### src/hdl/mbps_pkg.sv
// ----------------------------------------------------------------------------
// mbps_pkg: shared types and constants of the masked byte pattern scanner
// Command and result codes, the result record, the control and status
// groups between the top level and the pattern unit, and the hex decoder.
// ----------------------------------------------------------------------------
package mbps_pkg;

  // Default pattern capacity in bytes
  localparam int unsigned PATTERN_MAX_DEF = 64;

  // Depth of the result queue; one item can add two results
  localparam int unsigned RES_DEPTH = 4;

  // Configuration register indexes
  localparam logic [1:0] CFG_BASE_ADDRESS = 2'd0;
  localparam logic [1:0] CFG_TARGET_INDEX = 2'd1;
  localparam logic [1:0] CFG_ALL_MATCHES  = 2'd2;

  // ASCII codes used by the pattern loader
  localparam logic [7:0] ASCII_QMARK = 8'h3F;
  localparam logic [7:0] ASCII_0     = 8'h30;
  localparam logic [7:0] ASCII_9     = 8'h39;
  localparam logic [7:0] ASCII_UA    = 8'h41;
  localparam logic [7:0] ASCII_UF    = 8'h46;
  localparam logic [7:0] ASCII_LA    = 8'h61;
  localparam logic [7:0] ASCII_LF    = 8'h66;
  localparam logic [3:0] HEX_TEN     = 4'hA;

  // Saturation limit of the match counter
  localparam logic [15:0] MATCH_MAX = 16'hFFFF;

  typedef enum logic [1:0] {
    CMD_CLEAR = 2'd0,
    CMD_PCHAR = 2'd1,
    CMD_DATA  = 2'd2,
    CMD_NONE  = 2'd3
  } cmd_e;

  typedef enum logic [1:0] {
    KIND_MATCH     = 2'd0,
    KIND_DONE      = 2'd1,
    KIND_NOT_FOUND = 2'd2,
    KIND_ODD       = 2'd3
  } kind_e;

  // One result record
  typedef struct packed {
    kind_e       kind;
    logic [31:0] addr;
    logic [15:0] num;
    logic        sel;
    logic [15:0] total;
    logic        last;
  } res_t;

  // Control from the top level to the pattern unit
  typedef struct packed {
    logic clr;
    logic char_we;
    logic byte_we;
  } pat_ctl_t;

  // Status from the pattern unit
  typedef struct packed {
    logic odd;
    logic win_ok;
  } pat_stat_t;

  // Decoded hex character
  typedef struct packed {
    logic       vld;
    logic [3:0] val;
  } hex_t;

  function automatic hex_t hex_decode(input logic [7:0] c);
    hex_t h;
    h = '0;
    case (c) inside
      [ASCII_0:ASCII_9]: begin
        h.vld = 1'b1;
        h.val = 4'(c - ASCII_0);
      end
      [ASCII_UA:ASCII_UF]: begin
        h.vld = 1'b1;
        h.val = 4'(c - ASCII_UA) + HEX_TEN;
      end
      [ASCII_LA:ASCII_LF]: begin
        h.vld = 1'b1;
        h.val = 4'(c - ASCII_LA) + HEX_TEN;
      end
      default: h = '0;
    endcase
    return h;
  endfunction

endpackage

### src/hdl/masked_byte_pattern_scanner.sv
// ----------------------------------------------------------------------------
// masked_byte_pattern_scanner: wildcard byte pattern search over a stream
// Loads a hex text pattern with '?' wildcards and reports masked matches.
// ----------------------------------------------------------------------------
// The block takes one request per clock while the result queue has room: a
// request sits in an input register, where the whole pattern is compared with
// the byte window in parallel, and its results enter a four-entry result
// queue that drives the output port. A request that gives two results (a
// match on the last region byte followed by the end result) hands them out in
// turn; every other request gives at most one. The input side stalls only when
// the result queue cannot hold two more results. Configuration is written
// through cfg_we_i at any clock edge.
// ----------------------------------------------------------------------------
module masked_byte_pattern_scanner #(
  parameter int unsigned PatternMax = mbps_pkg::PATTERN_MAX_DEF
) (
  input  logic        clk_i,
  input  logic        rst_ni,
  // configuration
  input  logic        cfg_we_i,
  input  logic [1:0]  cfg_idx_i,
  input  logic [31:0] cfg_data_i,
  // request channel
  input  logic        in_valid_i,
  output logic        in_ready_o,
  input  logic [1:0]  cmd_i,
  input  logic [7:0]  pattern_char_i,
  input  logic [7:0]  data_byte_i,
  input  logic        end_of_region_i,
  // result channel
  output logic        out_valid_o,
  input  logic        out_ready_i,
  output logic [1:0]  kind_o,
  output logic [31:0] match_address_o,
  output logic [15:0] match_number_o,
  output logic        selected_o,
  output logic [15:0] total_matches_o,
  output logic        final_res_o
);

  localparam int unsigned SizeW = $clog2(PatternMax + 1);

  // Configuration registers
  logic [31:0] base_q;
  logic [15:0] target_q;
  logic        all_q;

  // Input register
  logic                in_vld_q;
  mbps_pkg::cmd_e      cmd_q;
  logic [7:0]          pchar_q;
  logic [7:0]          dbyte_q;
  logic                eor_q;

  // Scan state
  logic [31:0] bs_q, bs_d;
  logic [15:0] mc_q, mc_d;
  logic        stop_q, stop_d;

  // Pattern unit and result queue
  mbps_pkg::pat_ctl_t  pctl;
  mbps_pkg::pat_stat_t pstat;
  logic [SizeW-1:0]    size;
  logic [1:0]          push_n;
  mbps_pkg::res_t      res_a, res_b, res_end, head;
  logic                q_nempty, q_room;

  logic        proc_go;
  logic        in_take;
  logic [31:0] bs_new;
  logic [15:0] mc_hit;
  logic        hit;
  logic        sel;
  logic        stop_hit;
  logic [31:0] start;

  assign proc_go    = in_vld_q && q_room;
  assign in_ready_o = !in_vld_q || proc_go;
  assign in_take    = in_valid_i && in_ready_o;

  // Configuration writes
  always_ff @(posedge clk_i or negedge rst_ni) begin
    if (!rst_ni) begin
      base_q   <= '0;
      target_q <= '0;
      all_q    <= 1'b0;
    end else if (cfg_we_i) begin
      case (cfg_idx_i)
        mbps_pkg::CFG_BASE_ADDRESS: base_q   <= cfg_data_i;
        mbps_pkg::CFG_TARGET_INDEX: target_q <= cfg_data_i[15:0];
        mbps_pkg::CFG_ALL_MATCHES:  all_q    <= cfg_data_i[0];
        default: ;
      endcase
    end
  end

  // Input register
  always_ff @(posedge clk_i or negedge rst_ni) begin
    if (!rst_ni) begin
      in_vld_q <= 1'b0;
    end else if (in_take) begin
      in_vld_q <= 1'b1;
    end else if (proc_go) begin
      in_vld_q <= 1'b0;
    end
  end

  always_ff @(posedge clk_i) begin
    if (in_take) begin
      cmd_q   <= mbps_pkg::cmd_e'(cmd_i);
      pchar_q <= pattern_char_i;
      dbyte_q <= data_byte_i;
      eor_q   <= end_of_region_i;
    end
  end

  // Scan state registers
  always_ff @(posedge clk_i or negedge rst_ni) begin
    if (!rst_ni) begin
      bs_q   <= '0;
      mc_q   <= '0;
      stop_q <= 1'b0;
    end else begin
      bs_q   <= bs_d;
      mc_q   <= mc_d;
      stop_q <= stop_d;
    end
  end

  // Window hit, match ordinal and start address
  assign bs_new   = bs_q + 32'd1;
  assign mc_hit   = (mc_q != mbps_pkg::MATCH_MAX) ? mc_q + 16'd1 : mc_q;
  assign hit      = (size == '0) || ((bs_new >= 32'(size)) && pstat.win_ok);
  assign start    = (size == '0) ? bs_q : bs_new - 32'(size);
  assign sel      = (target_q == 16'd0) || (target_q == mc_hit) || all_q;
  assign stop_hit = hit && sel && !all_q;

  // Request processing
  always_comb begin
    pctl    = '0;
    bs_d    = bs_q;
    mc_d    = mc_q;
    stop_d  = stop_q;
    push_n  = 2'd0;
    res_a   = '0;
    res_b   = '0;
    res_end = '0;
    if (proc_go) begin
      case (cmd_q)
        mbps_pkg::CMD_CLEAR: begin
          pctl.clr = 1'b1;
          bs_d     = '0;
          mc_d     = '0;
          stop_d   = 1'b0;
        end
        mbps_pkg::CMD_PCHAR: begin
          pctl.char_we = 1'b1;
        end
        mbps_pkg::CMD_DATA: begin
          if (!stop_q) begin
            if (pstat.odd) begin
              // half-entered pattern byte: report and stop
              res_a.kind  = mbps_pkg::KIND_ODD;
              res_a.total = mc_q;
              res_a.last  = 1'b1;
              push_n      = 2'd1;
              stop_d      = 1'b1;
            end else begin
              pctl.byte_we = 1'b1;
              bs_d         = bs_new;
              res_end.kind = all_q ? mbps_pkg::KIND_DONE : mbps_pkg::KIND_NOT_FOUND;
              res_end.total = hit ? mc_hit : mc_q;
              res_end.last  = 1'b1;
              if (hit) begin
                mc_d        = mc_hit;
                res_a.kind  = mbps_pkg::KIND_MATCH;
                res_a.addr  = base_q + start;
                res_a.num   = mc_hit;
                res_a.sel   = sel;
                res_a.total = mc_hit;
                res_a.last  = !eor_q || stop_hit;
                push_n      = 2'd1;
                if (stop_hit) begin
                  stop_d = 1'b1;
                end
              end
              // end of region result unless the target match stopped us
              if (eor_q && !stop_hit) begin
                stop_d = 1'b1;
                if (hit) begin
                  res_b  = res_end;
                  push_n = 2'd2;
                end else begin
                  res_a  = res_end;
                  push_n = 2'd1;
                end
              end
            end
          end
        end
        default: ;
      endcase
    end
  end

  mbps_pattern #(
    .PatternMax (PatternMax)
  ) u_pattern (
    .clk_i          (clk_i),
    .rst_ni         (rst_ni),
    .ctl_i          (pctl),
    .pattern_char_i (pchar_q),
    .data_byte_i    (dbyte_q),
    .size_o         (size),
    .stat_o         (pstat)
  );

  mbps_res_fifo u_res_fifo (
    .clk_i    (clk_i),
    .rst_ni   (rst_ni),
    .push_n_i (push_n),
    .res_a_i  (res_a),
    .res_b_i  (res_b),
    .pop_i    (out_valid_o && out_ready_i),
    .head_o   (head),
    .nempty_o (q_nempty),
    .room_o   (q_room)
  );

  // Result port
  assign out_valid_o     = q_nempty;
  assign kind_o          = head.kind;
  assign match_address_o = head.addr;
  assign match_number_o  = head.num;
  assign selected_o      = head.sel;
  assign total_matches_o = head.total;
  assign final_res_o     = head.last;

endmodule

### src/hdl/mbps_pattern.sv
// ----------------------------------------------------------------------------
// mbps_pattern: pattern store, byte window and masked window compare
// The pattern is kept right-aligned to the window: each completed pattern
// byte shifts in at position 0, so pattern byte i sits opposite window byte
// size-1-i and the compare is one parallel masked equality over all slots.
// ----------------------------------------------------------------------------
module mbps_pattern #(
  parameter int unsigned PatternMax = mbps_pkg::PATTERN_MAX_DEF,
  localparam int unsigned SizeW = $clog2(PatternMax + 1)
) (
  input  logic                clk_i,
  input  logic                rst_ni,
  input  mbps_pkg::pat_ctl_t  ctl_i,
  input  logic [7:0]          pattern_char_i,
  input  logic [7:0]          data_byte_i,
  output logic [SizeW-1:0]    size_o,
  output mbps_pkg::pat_stat_t stat_o
);

  localparam int unsigned NibW = SizeW + 1;

  logic [NibW-1:0]       nib_q;
  logic [PatternMax-1:0] mask_q;
  logic                  hwild_q;
  logic [3:0]            hi_q;
  logic [7:0]            pat_q [PatternMax];
  logic [PatternMax-1:0] wild_q;
  logic [7:0]            win_q [PatternMax];

  mbps_pkg::hex_t        hex;
  logic                  is_qmark;
  logic                  full;
  logic                  take;
  logic                  push;
  logic [7:0]            shift_byte;
  logic                  push_wild;
  logic [PatternMax-1:0] slot_ok;

  // Character decode; nibbles beyond a full pattern are dropped
  assign hex        = mbps_pkg::hex_decode(pattern_char_i);
  assign is_qmark   = (pattern_char_i == mbps_pkg::ASCII_QMARK);
  assign full       = (nib_q >= NibW'(2 * PatternMax));
  assign take       = ctl_i.char_we && !full && (hex.vld || is_qmark);
  assign push       = take && nib_q[0];
  assign shift_byte = {hi_q, (hex.vld ? hex.val : 4'h0)};
  assign push_wild  = hwild_q || is_qmark;

  // Nibble count, occupancy mask and pending wildcard mark
  always_ff @(posedge clk_i or negedge rst_ni) begin
    if (!rst_ni) begin
      nib_q   <= '0;
      mask_q  <= '0;
      hwild_q <= 1'b0;
    end else if (ctl_i.clr) begin
      nib_q   <= '0;
      mask_q  <= '0;
      hwild_q <= 1'b0;
    end else if (take) begin
      nib_q <= nib_q + NibW'(1);
      if (nib_q[0]) begin
        hwild_q <= 1'b0;
        mask_q[0] <= 1'b1;
        for (int j = 1; j < PatternMax; j++) begin
          mask_q[j] <= mask_q[j-1];
        end
      end else begin
        hwild_q <= is_qmark;
      end
    end
  end

  // Pattern bytes, wildcard marks and staged high nibble
  always_ff @(posedge clk_i) begin
    if (take && !nib_q[0]) begin
      hi_q <= hex.val;
    end
    if (push) begin
      pat_q[0]  <= shift_byte;
      wild_q[0] <= push_wild;
      for (int j = 1; j < PatternMax; j++) begin
        pat_q[j]  <= pat_q[j-1];
        wild_q[j] <= wild_q[j-1];
      end
    end
  end

  // Byte window, newest byte at slot 0
  always_ff @(posedge clk_i) begin
    if (ctl_i.byte_we) begin
      win_q[0] <= data_byte_i;
      for (int j = 1; j < PatternMax; j++) begin
        win_q[j] <= win_q[j-1];
      end
    end
  end

  // Masked compare against the window as it is after this byte
  always_comb begin
    slot_ok[0] = !mask_q[0] || wild_q[0] || (data_byte_i == pat_q[0]);
    for (int j = 1; j < PatternMax; j++) begin
      slot_ok[j] = !mask_q[j] || wild_q[j] || (win_q[j-1] == pat_q[j]);
    end
  end

  assign size_o        = nib_q[NibW-1:1];
  assign stat_o.odd    = nib_q[0];
  assign stat_o.win_ok = &slot_ok;

endmodule

### src/hdl/mbps_res_fifo.sv
// ----------------------------------------------------------------------------
// mbps_res_fifo: result queue
// Takes zero, one or two results per cycle and hands them out in order.
// ----------------------------------------------------------------------------
module mbps_res_fifo (
  input  logic                clk_i,
  input  logic                rst_ni,
  input  logic [1:0]          push_n_i,
  input  mbps_pkg::res_t      res_a_i,
  input  mbps_pkg::res_t      res_b_i,
  input  logic                pop_i,
  output mbps_pkg::res_t      head_o,
  output logic                nempty_o,
  output logic                room_o
);

  localparam int unsigned Depth = mbps_pkg::RES_DEPTH;
  localparam int unsigned PtrW  = $clog2(Depth);

  mbps_pkg::res_t  mem_q [Depth];
  logic [PtrW-1:0] wr_q;
  logic [PtrW-1:0] rd_q;
  logic [PtrW:0]   cnt_q;
  logic [PtrW-1:0] wr_nxt;

  assign wr_nxt = wr_q + PtrW'(1);

  // Entry storage
  always_ff @(posedge clk_i) begin
    if (push_n_i != 2'd0) begin
      mem_q[wr_q] <= res_a_i;
    end
    if (push_n_i == 2'd2) begin
      mem_q[wr_nxt] <= res_b_i;
    end
  end

  // Pointers and fill level
  always_ff @(posedge clk_i or negedge rst_ni) begin
    if (!rst_ni) begin
      wr_q  <= '0;
      rd_q  <= '0;
      cnt_q <= '0;
    end else begin
      wr_q  <= wr_q + PtrW'(push_n_i);
      if (pop_i) begin
        rd_q <= rd_q + PtrW'(1);
      end
      cnt_q <= cnt_q + (PtrW+1)'(push_n_i) - (PtrW+1)'(pop_i);
    end
  end

  assign head_o   = mem_q[rd_q];
  assign nempty_o = (cnt_q != '0);
  assign room_o   = (cnt_q <= (PtrW+1)'(Depth - 2));

endmodule

### config.mk
export PLATFORM = sky130hd
export DESIGN_NAME = masked_byte_pattern_scanner
export DESIGN_NICKNAME = d
export VERILOG_FILES = /design/src/hdl/mbps_pkg.sv /design/src/hdl/masked_byte_pattern_scanner.sv /design/src/hdl/mbps_pattern.sv /design/src/hdl/mbps_res_fifo.sv
export SDC_FILE = /design/constraint.sdc
export NUM_CORES = 2
export LEC_CHECK = 0
export BUFFER_PORTS_ARGS = -buffer_cell sky130_fd_sc_hd__buf_4
export CAP_MARGIN = 20
export CORE_MARGIN = 8
export CORE_UTILIZATION = 50
export CTS_CLUSTER_DIAMETER = 80
export DETAILED_ROUTE_END_ITERATION = 8
export PLACE_DENSITY = 0.66
export SLEW_MARGIN = 0
export SYNTH_ARGS = -nofsm -noshare
export SYNTH_HDL_FRONTEND = slang
export SYNTH_SLANG_ARGS = --single-unit
### constraint.sdc
create_clock -name clk_i -period 30.3 [get_ports clk_i]
set_input_delay 1.515 -clock clk_i [delete_from_list [all_inputs] [get_ports clk_i]]
set_output_delay 1.515 -clock clk_i [all_outputs]
set_load 0.01 [all_outputs]
Word-level counts from Yosys, hierarchy flattened

Memory sizes are Yosys's and may differ from the RTL's.
Index checks and enable logic that the tools add are counted.

Bits in registers: 266
Latch bits: 0
Memory bits (writable): 1296
ROM bits: 0
Output and inout bits: 70
Logic and storage cells: 422
Memories kept: 3

Add/subtract/negate cells: 15
$mul: 0
Divide/modulo/power cells: 0
Order comparisons: 9
Equality and inequality tests: 74
Shifts and indexed selects: 0
Multiplexer cells: 66
Bitwise logic cells: 0
Reduce and logical (&&, ||, !) cells: 236

Memories:

| memory           | words | width | rd ports | clocked after Yosys merged registers in | write ports | RTL line            | source |
|---|---|---|---|---|---|---|---|
| u_pattern.pat_q  | 64    | 8     | 64       | 0                                       | 64          | mbps_pattern.sv:26  | `logic [7:0] pat_q [PatternMax];` |
| u_pattern.win_q  | 64    | 8     | 63       | 0                                       | 64          | mbps_pattern.sv:28  | `logic [7:0] win_q [PatternMax];` |
| u_res_fifo.mem_q | 4     | 68    | 1        | 0                                       | 2           | mbps_res_fifo.sv:20 | `mbps_pkg::res_t mem_q [Depth];` |

Operators by type and width:

| kind                    | number |
|---|---|
| $mux W68                | 11 |
| $eq A8 B8 Y1            | 64 |
| $mux W64                | 3 |
| $logic_or A1 B1 Y1      | 135 |
| $mux W32                | 3 |
| $logic_not A1 Y1        | 70 |
| $mux W66                | 1 |
| $mux W16                | 4 |
| $pmux W32 S2            | 1 |
| $reduce_and A64 Y1      | 1 |
| $mux W49                | 1 |
| $add A32 B1 Y32 const B | 1 |
| $add A32 B32 Y32        | 1 |
| $ge A32 B7 Y1           | 1 |
| $pmux W16 S2            | 1 |
| $sub A32 B7 Y32         | 1 |
| $mux W1                 | 24 |
| $mux W17                | 1 |
| $add A16 B1 Y16 const B | 1 |
| $eq A16 B16 Y1          | 1 |
| $ge A8 B7 Y1 const B    | 2 |
| $le A8 B7 Y1 const B    | 2 |
| $logic_not A16 Y1       | 1 |
| $mux W2                 | 8 |
| other kinds (28)        | 61 |

Longest topological paths before layout

Depth after elaboration: 18
Depth in mapped cells: 26
Depth with buffers taken out: 25

By module

From an unflattened synthesis, not the netlist that was laid out.

Cell total of the unflattened synthesis: 4076
Area total of the unflattened synthesis: 65600.4 sq um

Modules (own cells, without submodules):

| module                      | instances | cells each | area each (sq um) | seq. area each (sq um) |
|---|---|---|---|---|
| mbps_pattern                | 1         | 2226       | 42246.8           | 34378.0 |
| mbps_res_fifo               | 1         | 698        | 13598.0           | 8343.0 |
| masked_byte_pattern_scanner | 1         | 1152       | 9755.6            | 3047.9 |

Worst setup path after synthesis

Ideal clock, no wire load.

Path type: reg2reg
Start point: register pchar_q[0]
End point: memory u_pattern.pat_q[0][0] (enable)
Setup time: 1.171 ns
Data arrival time: 17.584 ns
Data required time: 29.129 ns
Slack: 11.545 ns
Cell stages (with the launch flop): 12
Buffers on the path: 2
Period minus slack after synthesis: 18.755 ns
Cells stage by stage: edfxtp_1 inv_1 ha_1 nor2_1 o21ai_0 and2_1 clkbuf_1 nor2_1 a21oi_1 nand2_1 inv_1 clkbuf_1

RTL lines:

| element                  | RTL line                           | source |
|---|---|---|
| start: declaration       | masked_byte_pattern_scanner.sv:51  | `logic [7:0] pchar_q;` |
| start signal: assignment | masked_byte_pattern_scanner.sv:111 | `pchar_q <= pattern_char_i;` |
| end: declaration         | mbps_pattern.sv:26                 |  |

==> metrics.txt <==
status=completed; Root Driver=clkbuf_16; Initial Util=50.1%; slew margin rel.=28.3%; GP Congestion=0.899; H-tree Lvls=4; R2R depth=19; Area Growth Syn to Fin=12.9%; Int Power=0.00388 W; r2r setup slk=22.06 ns; Warnings, synthesis=0; CTS Buf Count=158; Worst EP arrival=8.58 ns; r2r startpoint=bs_q[0]; Post-DRT Antenna Nets=0; WL/cell=22.2 um; post-synthesis xor/xnor area fraction=8.54%; dpl cells=5896; Hold Violations, Final=0; clock latency on the worst-skew pair=0.80 ns; Remaining Overflow, GRT=0; Crit Path Class=reg2reg; endpoints failing setup=0; initial antenna violation count=7; #FFs+latches synth=1554; I/O Pins=128; Core Box Area=125000 um^2; crit path capture=u_res_fifo.mem_q[0][15]; Sink Count=1554; Final Cycle Share=27.2%; GRT Resource Usage Total=19.8%; Syn Area/Cell=14.8 um^2; Synth Flop Type=edfxtp_1; Iteration-0 DRC Markers=3187; pin count of the biggest net entering global routing=179; final net count=4522; Net Sw Frac=25.5%; crit start category=flip-flop; share of cells above drive strength 1=12.9%; CP max-delay cell=nor4_1; Remaining DRCs=0; via/cell ratio=5.75; drt first pass iters=5; first-pass GRT wire length=210000 um; unrepaired setup endpoints after global routing=no; fin crit period=8.24 ns; Post-Synth Simple-Gate Area=8.28%; CP Launch Point=bs_q[0]; clock power share=38.0%; CTS Hold Bufs=0; post-synthesis compound-gate area fraction=7.06%; Resize count post-CTS=0; fill count=9757; drt total wl=137000 um; reg2reg end=u_res_fifo.mem_q[0][15]; Post-Syn Nets=4363; clk_skew=0.0591 ns; main combinational cell family by area after synthesis=XOR/XNOR gates; CTS tree=built; proportion of synthesized area in mux cells=3.52%; worst slew pin tran=1.08 ns; Combinational Power Share=12.4%; Post-Synth Adder-Cell Area=1.15%; Die X=370 um; EDFF count, synth=1179; cell area after synthesis=62700 um^2; Async S/R FF share, synth=11.5%; Max Cap Viol=0; clk buf depth=3; Distinct cells, synth=95; Critical Path RT=30.64 ns; Reg clk slew, reported paths=0.06 ns; Post-CTS Setup Inserts=0; vias=35.6k; Sequential Power Share=49.6%; peak supply drop=0.0725 mV; number of max-slew violations in the final report=0; Pleak=23.4 nW; die area=137000 um^2; crit-path cells=ha_1, inv_1, nor2_1, xnor2_1, ha_1, nand3_1, a2111oi_0, nor4b_1, nand3_1, nor4_1, o21a_4, inv_2, ha_1, o21ai_0, nand2_1, nand2_1, and2_2, buf_4, inv_1; vias in the first global route=35.7k; CP Max Fanout=50; Net Sw Power=0.00133 W; Die Y=370 um; setup TNS=0 ns; number of port buffers=127; slowest stage delay, CP=0.81 ns; post-route insts no fill=6194; DPL Wire Length=89600 um; num rows=130; class of the worst hold path=reg2reg; achievable clock frequency=0.121 GHz; sequential fraction of the synthesis area=69.9%; Gate Count Post-Synth=4249; PwrDens=73.6 nW/um^2; CP most frequent cell=ha_1; Setup crit end kind=flip-flop
==> per-stage QoR <==
step                setup WS [ns]  hold slack (ns)  util (%)  cell area (um^2)  total power, W
floorplan                   11.55            0.400         -             62700         0.00311
global placement            22.48            0.402      52.2             65300         0.00326
detailed placement          22.34            0.412      52.2             65300         0.00328
CTS                         22.24            0.426      56.6             70700         0.00526
global route                21.67            0.426      56.6             70800         0.00540
finish                      22.06            0.423      56.6             70800         0.00521
==> cell usage in the layout (no fill, tap or decap), types with 36 or more instances in the layout <==
master / instances
a22o_1: 117
nand2_1: 366
nor2b_1: 78
xnor2_1: 577
nor2_1: 104
nor3_1: 36
o21ai_0: 205
inv_1: 55
ha_1: 53
buf_4: 165
nand3_1: 111
clkbuf_16: 166
a21oi_1: 81
mux4_2: 68
edfxtp_1: 1179
mux2_2: 53
dfrtp_1: 177
dfxtp_1: 196
nand4_1: 173
==> power by group through the flow <==
stage	Clock (W)	Sequential, W	Combinational, W
finish	0.00198	0.00258	0.000647
global route	0.00210	0.00260	0.000704
CTS	0.00202	0.00258	0.000656
detailed placement	0	0.00262	0.000654
global placement	0	0.00262	0.000648
floorplan	0	0.00264	0.000470
==> worst min path at each step <==
| stage | start | endpoint | cells past startpoint |
|---|---|---|---|
| after floorplan | u_pattern.hi_q[0] | u_pattern.pat_q[0][4] | 0 |
| after global placement | u_pattern.hi_q[2] | u_pattern.pat_q[0][6] | 0 |
| after detailed placement | u_pattern.hi_q[2] | u_pattern.pat_q[0][6] | 0 |
| after CTS | u_pattern.hi_q[2] | u_pattern.pat_q[0][6] | 0 |
| after global routing | u_pattern.hi_q[2] | u_pattern.pat_q[0][6] | 0 |
| final | u_pattern.hi_q[2] | u_pattern.pat_q[0][6] | 0 |
==> critical path: cells and delay by family (launching register included) <==
kind,cells,cell delay [ns]
buffers and inverters,4,1.57
adder cells (fa/ha/maj),3,1.25
AO/OA/AOI/OAI,3,1.02
AND/OR/NAND/NOR,8,3.29
XOR/XNOR,1,0.16
flip-flops,1,0.45
==> cell usage after synthesis, drive strengths merged (53+ instances only) <==
| cell | number | area share, % |
|---|---|---|
| a21oi | 83 | 0.66 |
| a22o | 117 | 1.6 |
| buf | 66 | 0.58 |
| clkbuf | 104 | 0.63 |
| dfrtp | 179 | 7.1 |
| dfxtp | 196 | 6.3 |
| edfxtp | 1179 | 56 |
| ha | 53 | 1.1 |
| inv | 58 | 0.35 |
| mux2 | 53 | 0.95 |
| mux4 | 68 | 2.4 |
| nand2 | 369 | 2.2 |
| nand3 | 112 | 0.90 |
| nand4 | 177 | 1.8 |
| nor2 | 112 | 0.71 |
| nor2b | 78 | 0.78 |
| o21ai | 224 | 1.8 |
| xnor2 | 577 | 8.1 |
==> flip-flops by register name, indices dropped and copies added, names as in the netlist, 3 cells and up <==
register / count
u_pattern.pat_q: 512
u_pattern.win_q: 504
u_res_fifo.mem_q: 272
u_pattern.mask_q: 64
u_pattern.wild_q: 64
base_q: 32
bs_q: 32
mc_q: 16
target_q: 16
dbyte_q: 8
pchar_q: 8
u_pattern.nib_q: 8
u_pattern.hi_q: 4
u_res_fifo.cnt_q: 3
==> routing by layer <==
| metal | vias to the layer above | GRT usage (%) | share of wire, % |
|---|---|---|---|
| met1 | 17900 | 26.7 | 42 |
| met3 | 260 | 4.09 | 6.7 |
| met4 | 2 | 6.50 | 3.1 |
| met2 | 1184 | 32.1 | 48 |
| li1 | 16300 | - | - |
| met5 | - | 0 | 0.0073 |
==> logic make-up (layout without fill, tap and decap cells) <==
logic type      after synthesis  count (layout)
fa+ha+maj                    56              56
mux                         129             129
simple gates               1021            1021
flops                      1554            1554
compound gates              650             650
buf+inv                     228             521
other cells                   0               2
xor+xnor                    611             611
==> cell type report <==
type | instances | area (um^2) | area share (%)
diodes | 2 | 5.00 | 0.00707
repair buffers | 169 | 1320 | 1.86
clock inverters | 87 | 960 | 1.36
well taps | 1650 | 2060 | 2.92
inverters | 58 | 233 | 0.329
multi-input cells | 2467 | 18000 | 25.4
clock buffers | 207 | 4440 | 6.27
flip-flops and latches | 1554 | 43800 | 61.9
Note: power is estimated with default switching activity, not from simulation.
